`config.mk`:
```
export PLATFORM = sky130hd
export DESIGN_NAME = tmpi_ctrl
export DESIGN_NICKNAME = d
export VERILOG_FILES = /design/src/sv/tmpi_pkg.sv /design/src/sv/tmpi_ctrl.sv
export SDC_FILE = /design/constraint.sdc
export NUM_CORES = 1
export LEC_CHECK = 0
export BUFFER_PORTS_ARGS = -buffer_cell sky130_fd_sc_hd__buf_4
export CAP_MARGIN = 10
export CORE_ASPECT_RATIO = 1.2
export CORE_MARGIN = 3
export CORE_UTILIZATION = 54
export DETAILED_ROUTE_END_ITERATION = 12
export PLACE_DENSITY_LB_ADDON = 0.12
export SLEW_MARGIN = 20
export SYNTH_ARGS = -nofsm -noshare
export SYNTH_HDL_FRONTEND = slang
export SYNTH_SLANG_ARGS = --single-unit
export TNS_END_PERCENT = 30
```
`constraint.sdc`:
```
create_clock -name clk -period 3.4 [get_ports clk]
set_input_delay 0.51 -clock clk [delete_from_list [all_inputs] [get_ports clk]]
set_output_delay 0.51 -clock clk [all_outputs]
set_load 0.02 [all_outputs]
```
`src/sv/tmpi_pkg.sv`:
```
// shared constants and command/status types for the transition matrix product unit
// no dependencies
package tmpi_pkg;

    localparam int NUM_STATES_DEF = 4;
    localparam int REG_ADDR_W     = 4;

    localparam logic signed [31:0] ONE_Q30 = 32'sh4000_0000;
    localparam logic signed [31:0] Q30_MAX = 32'sh7fff_ffff;
    localparam logic signed [31:0] Q30_MIN = 32'sh8000_0000;

    // register indexes on the configuration port
    localparam logic [1:0] REG_DIRECTION  = 2'd0;
    localparam logic [1:0] REG_PRED_TIME  = 2'd1;
    localparam logic [1:0] REG_STATES     = 2'd2;

    typedef struct packed {
        logic inc_we;
        logic inc_clear;
        logic p_clear;
        logic ts_load;
        logic sum_en;
        logic sum_first;
        logic sum_last;
        logic mac_en;
        logic mac_first;
        logic mac_last;
        logic emit_rd;
        logic emit_ld;
        logic emit_last;
    } cmd_t;

    typedef struct packed {
        logic out_free;
    } status_t;

endpackage

```
`src/sv/tmpi_ctrl.sv`:
```
// controller: configuration registers, sequencing of row sums, products and emission
// depends on tmpi_pkg
module tmpi_ctrl
    import tmpi_pkg::*;
#(
    parameter int NUM_STATES = NUM_STATES_DEF,
    localparam int SW = $clog2(NUM_STATES),
    localparam int CW = $clog2(NUM_STATES + 1)
) (
    input  logic                  clk,
    input  logic                  rst_n,
    input  logic                  psel,
    input  logic                  penable,
    input  logic                  pwrite,
    input  logic [REG_ADDR_W-1:0] paddr,
    input  logic [31:0]           pwdata,
    output logic [31:0]           prdata,
    input  logic                  in_valid,
    output logic                  in_stall,
    input  logic [1:0]            from_state,
    input  logic [1:0]            to_state,
    input  logic [31:0]           time_stamp,
    input  logic                  matrix_done,
    input  logic                  restart,
    output cmd_t                  cmd,
    input  status_t               status,
    output logic [SW-1:0]         w_row,
    output logic [SW-1:0]         w_col,
    output logic [SW-1:0]         p_row,
    output logic [SW-1:0]         p_col,
    output logic [SW-1:0]         q_row,
    output logic [SW-1:0]         q_col,
    output logic [SW-1:0]         d_row,
    output logic [SW-1:0]         d_col
);

    typedef enum logic [5:0] {
        ST_IDLE    = 6'b000001,
        ST_SUM     = 6'b000010,
        ST_MAC     = 6'b000100,
        ST_DRAIN   = 6'b001000,
        ST_EMIT_RD = 6'b010000,
        ST_EMIT_LD = 6'b100000
    } state_t;

    state_t       state_reg, state_next;
    logic [SW-1:0] i_reg, i_next, j_reg, j_next, k_reg, k_next;
    logic [1:0]    drain_reg, drain_next;
    logic          dir_reg;
    logic [31:0]   pred_reg;
    logic [2:0]    states_reg;
    logic [CW-1:0] n_act;
    logic [SW-1:0] nm1;
    logic          wr_en;
    logic [1:0]    reg_idx;
    logic          accept, write_ok, relevant;
    logic          j_end, k_end, i_end;

    assign reg_idx = paddr[3:2];
    assign wr_en   = psel && penable && pwrite;

    always_ff @(posedge clk or negedge rst_n)
    begin
        if (!rst_n)
        begin
            dir_reg    <= 1'b0;
            pred_reg   <= 32'd0;
            states_reg <= 3'd4;
        end
        else if (wr_en)
        begin
            case (reg_idx)
                REG_DIRECTION: dir_reg    <= pwdata[0];
                REG_PRED_TIME: pred_reg   <= pwdata;
                REG_STATES:    states_reg <= pwdata[2:0];
                default:       ;
            endcase
        end
    end

    always_comb
    begin
        case (reg_idx)
            REG_DIRECTION: prdata = {31'd0, dir_reg};
            REG_PRED_TIME: prdata = pred_reg;
            REG_STATES:    prdata = {29'd0, states_reg};
            default:       prdata = 32'd0;
        endcase
    end

    // active state count clamped to [2, NUM_STATES]
    always_comb
    begin
        if (states_reg < 3'd2)
        begin
            n_act = CW'(2);
        end
        else if (32'(states_reg) > NUM_STATES)
        begin
            n_act = CW'(NUM_STATES);
        end
        else
        begin
            n_act = CW'(states_reg);
        end
    end

    assign nm1 = SW'(n_act - CW'(1));

    assign accept   = (state_reg == ST_IDLE) && in_valid;
    assign in_stall = (state_reg != ST_IDLE);
    assign write_ok = (32'(from_state) < 32'(n_act)) && (32'(to_state) < 32'(n_act))
                      && (from_state != to_state);
    assign relevant = dir_reg ? (time_stamp <= pred_reg) : (pred_reg < time_stamp);
    assign w_row    = SW'(from_state);
    assign w_col    = SW'(to_state);

    assign i_end = (i_reg == nm1);
    assign j_end = (j_reg == nm1);
    assign k_end = (k_reg == nm1);

    always_comb
    begin
        state_next = state_reg;
        i_next     = i_reg;
        j_next     = j_reg;
        k_next     = k_reg;
        drain_next = drain_reg;
        cmd        = '0;
        p_row      = i_reg;
        p_col      = k_reg;
        q_row      = i_reg;
        q_col      = j_reg;
        d_row      = i_reg;
        d_col      = j_reg;
        case (state_reg)
            ST_IDLE:
            begin
                if (accept)
                begin
                    cmd.p_clear = restart;
                    cmd.inc_we  = write_ok;
                    if (matrix_done)
                    begin
                        cmd.ts_load = 1'b1;
                        if (relevant)
                        begin
                            state_next = ST_SUM;
                            i_next     = '0;
                            j_next     = '0;
                        end
                        else
                        begin
                            cmd.inc_clear = 1'b1;
                        end
                    end
                end
            end
            ST_SUM:
            begin
                cmd.sum_en    = 1'b1;
                cmd.sum_first = (j_reg == '0);
                cmd.sum_last  = j_end;
                if (j_end)
                begin
                    j_next = '0;
                    i_next = i_reg + SW'(1);
                    if (i_end)
                    begin
                        state_next = ST_MAC;
                        i_next     = '0;
                        k_next     = '0;
                    end
                end
                else
                begin
                    j_next = j_reg + SW'(1);
                end
            end
            ST_MAC:
            begin
                cmd.mac_en    = 1'b1;
                cmd.mac_first = (k_reg == '0);
                cmd.mac_last  = k_end;
                // forward: P[i][k] * Q[k][j], backward: Q[i][k] * P[k][j]
                if (dir_reg)
                begin
                    q_row = i_reg;
                    q_col = k_reg;
                    p_row = k_reg;
                    p_col = j_reg;
                end
                else
                begin
                    p_row = i_reg;
                    p_col = k_reg;
                    q_row = k_reg;
                    q_col = j_reg;
                end
                if (k_end)
                begin
                    k_next = '0;
                    if (j_end)
                    begin
                        j_next = '0;
                        i_next = i_reg + SW'(1);
                        if (i_end)
                        begin
                            cmd.inc_clear = 1'b1;
                            state_next    = ST_DRAIN;
                            drain_next    = 2'd0;
                            i_next        = '0;
                        end
                    end
                    else
                    begin
                        j_next = j_reg + SW'(1);
                    end
                end
                else
                begin
                    k_next = k_reg + SW'(1);
                end
            end
            ST_DRAIN:
            begin
                // let the multiply-accumulate pipeline empty into the result ram
                drain_next = drain_reg + 2'd1;
                if (drain_reg == 2'd2)
                begin
                    state_next = ST_EMIT_RD;
                end
            end
            ST_EMIT_RD:
            begin
                if (status.out_free)
                begin
                    cmd.emit_rd = 1'b1;
                    state_next  = ST_EMIT_LD;
                end
            end
            ST_EMIT_LD:
            begin
                cmd.emit_ld   = 1'b1;
                cmd.emit_last = i_end && j_end;
                state_next    = ST_EMIT_RD;
                if (j_end)
                begin
                    j_next = '0;
                    i_next = i_reg + SW'(1);
                    if (i_end)
                    begin
                        state_next = ST_IDLE;
                        i_next     = '0;
                    end
                end
                else
                begin
                    j_next = j_reg + SW'(1);
                end
            end
            default:
            begin
                state_next = ST_IDLE;
            end
        endcase
    end

    always_ff @(posedge clk or negedge rst_n)
    begin
        if (!rst_n)
        begin
            state_reg <= ST_IDLE;
            i_reg     <= '0;
            j_reg     <= '0;
            k_reg     <= '0;
            drain_reg <= 2'd0;
        end
        else
        begin
            state_reg <= state_next;
            i_reg     <= i_next;
            j_reg     <= j_next;
            k_reg     <= k_next;
            drain_reg <= drain_next;
        end
    end

endmodule

```
==> qor.yml <==
status:
  outcome: "finished, final reports clean"
setup_path:
  crit_path_top_delay_cell: "dfrtp_1"
  setup.worst_path.start: "pred_reg[14]"
  worstPathMaxFanout: 4
  arrival_ns: 2.49
  rr_endpoint: "d_col[1]"
  crit_end: "cmd[11]"
  reg2reg_slack_ns: 1.13
  max_stage_delay_ns: 0.41
  r2r_start: "pred_reg[11]"
  worstPathRequired_ns: 2.89
  r2r_cells: 8
  worstSetupStartpointType: "flop"
  crit_chain: "ha_1 -> nand4_2 -> or3_1 -> a21o_1 -> a31oi_1 -> o21ai_1 -> a31o_2 -> buf_4"
  cp-end-kind: "primary output"
  critPathKind: "reg2out"
place:
  portBuffers: 140
  dp_hpwl_mm: 7.60
  gp_congestion: 0.966
  placed_area_um2: 4830
  placedCellCount: 610
pwr:
  p_leak_nw: 2.51
  p_sw_frac: 0.352
  p_switching_uw: 680
  p_int_mw: 1.25
  p_comb_frac: 0.395
  power.density_nw_per_um2: 393
  p_clk_frac: 0.184
  power_frac_seq: 0.421
  max-vdd-ir-drop_mv: 0.255
die:
  row_count: 32
  die_area_um2: 7970
  io_pins: 143
  core_area_um2: 6570
  die_y_um: 97.2
  fp.dieW_um: 82.0
  start_util: 0.570
timing:
  finalCriticalPeriod_ns: 3.00
  fin_tns_setup_ns: 0
  slew-limit-headroom: 0.575
  hold_violations: 0
  period_share: 0.883
  maxSlewViolCount: 0
  tightest_slew_ns: 0.638
  fmax_mhz: 333
  finalSetupViolations: 0
  rsz0062_at_grt: "false"
  skew_ns: 0.00745
yosys:
  async_flop_share: 1.00
  synth_top_area_cell: "dfrtp_1"
  ys_seq_area_frac: 0.335
  synth_edf_count: 0
  synth_flop_cell: "dfrtp_1"
  synthDominantCellAreaShare: 0.321
  synth.distinct_cells: 55
  yosys_warnings: 0
  synth_area_leaders: "dfrtp_1 (32%), ha_1 (12%), mux2_2 (11%)"
  synthCells: 400
  ys_ff_latch: 50
  syn_nets: 518
  synth_area_um2: 3740
  syn_avg_cell_area_um2: 9.35
final_layout:
  fill_cells: 538
  area_delta_synth_final_pct: 31.4
  postLayoutCellArea_um2: 4920
  largest_reg_flops: 32
  final_layout_size_suffix_gt1_frac: 0.383
  fin_cells: 618
  diodes: 0
  postLayoutCoreUtil: 0.749
  nets: 650
cts:
  cts_buffer_depth: 2
  ctsHoldBuffers: 0
  numCtsBuffers: 5
  h-tree-depth: 2
  cts_resized: 0
  clkTransAtPathRegs_ns: 0.09
  cts_tree: "done"
  cts_setup_buffers: 0
  cts.sinks: 50
  clk_latency_ns: 0.30
  cts_root_buffer: "clkbuf_8"
routing:
  finalWirelength_mm: 9.62
  initialDrtViolationCount: 115
  vias: 3431
  route.detailed.drc: 0
  wl_per_cell_um: 15.6
  first_pass_iters: 4
  ant_nets: 0
  vias_per_cell: 5.55
grt:
  grt_pass1_wl_mm: 16.2
  grt_overflow: 0
  grt_pass1_vias: 3564
  grt_start_max_net_pins: 51
  antenna_found_initial: 0
  grt_use_total: 0.252
hold_path:
  min_path_type: "in2async"
flow_run:
  maxCapViolations: 0
layout by cell type (no fill, tap or decap), types with 4 or more instances in the layout:
master    Yosys  final
buf_4         5    142
dfrtp_1      48     48
inv_1        45     45
ha_1         37     37
mux2_2       35     35
and2_1       31     31
nand2_1      29     29
o21ai_0      20     20
nor2_1       19     19
a21oi_1      18     18
nand3_1       9      9
nand4_1       7      7
o22ai_1       7      7
mux2i_1       6      6
clkbuf_8      0      6
and4b_1       5      5
nor3_1        5      5
nor2b_1       5      4
a211oi_2      4      4
o211ai_1      4      4
power by group through the flow:
stage | Sequential (mW) | Clock [mW] | Combinational [mW]
6_report | 0.815 | 0.356 | 0.763
2_1_floorplan | 0.781 | 0 | 0.516
3_5_place_dp | 0.824 | 0 | 0.763
5_1_grt | 0.833 | 0.399 | 0.854
4_1_cts | 0.813 | 0.369 | 0.769
3_3_place_gp | 0.816 | 0 | 0.733
per-stage QoR:
| stage | hold WS, ns | worst slack (ns) | power, mW |
|---|---|---|---|
| 6_report | 0.213 | 0.398 | 1.93 |
| 3_5_place_dp | 0.496 | 0.494 | 1.59 |
| 4_1_cts | 0.249 | 0.360 | 1.95 |
| 5_1_grt | 0.277 | 0.206 | 2.09 |
| 3_3_place_gp | 0.481 | 0.544 | 1.55 |
| 2_1_floorplan | 0.214 | 0.857 | 1.30 |
worst min-delay path by stage:
stage                 start            to  slack (ns)  cells after the start
2_1_floorplan         rst_n      d_col[0]        0.21                      0
3_3_place_gp   drain_reg[0]  drain_reg[0]        0.48                      1
3_5_place_dp   drain_reg[0]  drain_reg[0]        0.50                      1
4_1_cts               rst_n      d_col[1]        0.25                      1
5_1_grt               rst_n      d_col[1]        0.28                      1
6_report              rst_n      d_col[1]        0.21                      1
layer usage:
layer  part of all wire  track usage  wire length, um  up-vias
li1                   -            -                -     1678
met1               0.38        0.286             3630     1631
met2               0.54        0.451             5210      110
met3              0.066       0.0584              631       12
met4              0.015       0.0818              143        0
met5                  0            0                0        -
worst max-delay path, delay by kind of cell (launching register included):
family	cells	cell delay (ns)
fa+ha+maj	1	0.33
buf+inv	1	0.15
simple gates	2	0.56
compound gates	4	0.74
flops	1	0.41
final cells by class:
type                    count  area, um2  share of cell area
clock buffers               7       86.3              0.0176
clock inverters             1       5.00             0.00102
inverters                  46        173              0.0351
multi-input cells         287       2230               0.453
flip-flops and latches     50       1250               0.255
well taps                  85        106              0.0216
repair buffers            142       1070               0.217
synth_stat cells, types with 2 or more instances:
library cell / count
a211oi_2: 4
a21boi_0: 2
a21o_1: 3
a21oi_1: 18
a22o_1: 2
a22oi_1: 2
a31oi_1: 3
and2_1: 31
and4b_1: 5
buf_2: 5
buf_4: 5
clkbuf_1: 6
dfrtp_1: 48
dfstp_2: 2
ha_1: 37
inv_1: 45
mux2_2: 35
mux2i_1: 6
nand2_1: 29
nand3_1: 9
nand3b_1: 3
nand4_1: 7
nor2_1: 19
nor2b_1: 5
nor3_1: 5
nor4_1: 2
nor4_4: 2
o211ai_1: 4
o21a_1: 2
o21ai_0: 20
o21ai_1: 2
o22ai_1: 7
xor2_1: 3
logic make-up (layout without fill, tap and decap cells):
family	count (synthesis)	in the layout	share of synthesized area
adder cells (fa/ha/maj)	37	37	0.124
XOR/XNOR	3	3	0.00702
buffers and inverters	63	196	0.0719
AO/OA/AOI/OAI	75	75	0.129
flip-flops	50	50	0.335
multiplexers	41	41	0.121
AND/OR/NAND/NOR	131	131	0.212
Note: power is estimated with default switching activity, not from simulation.
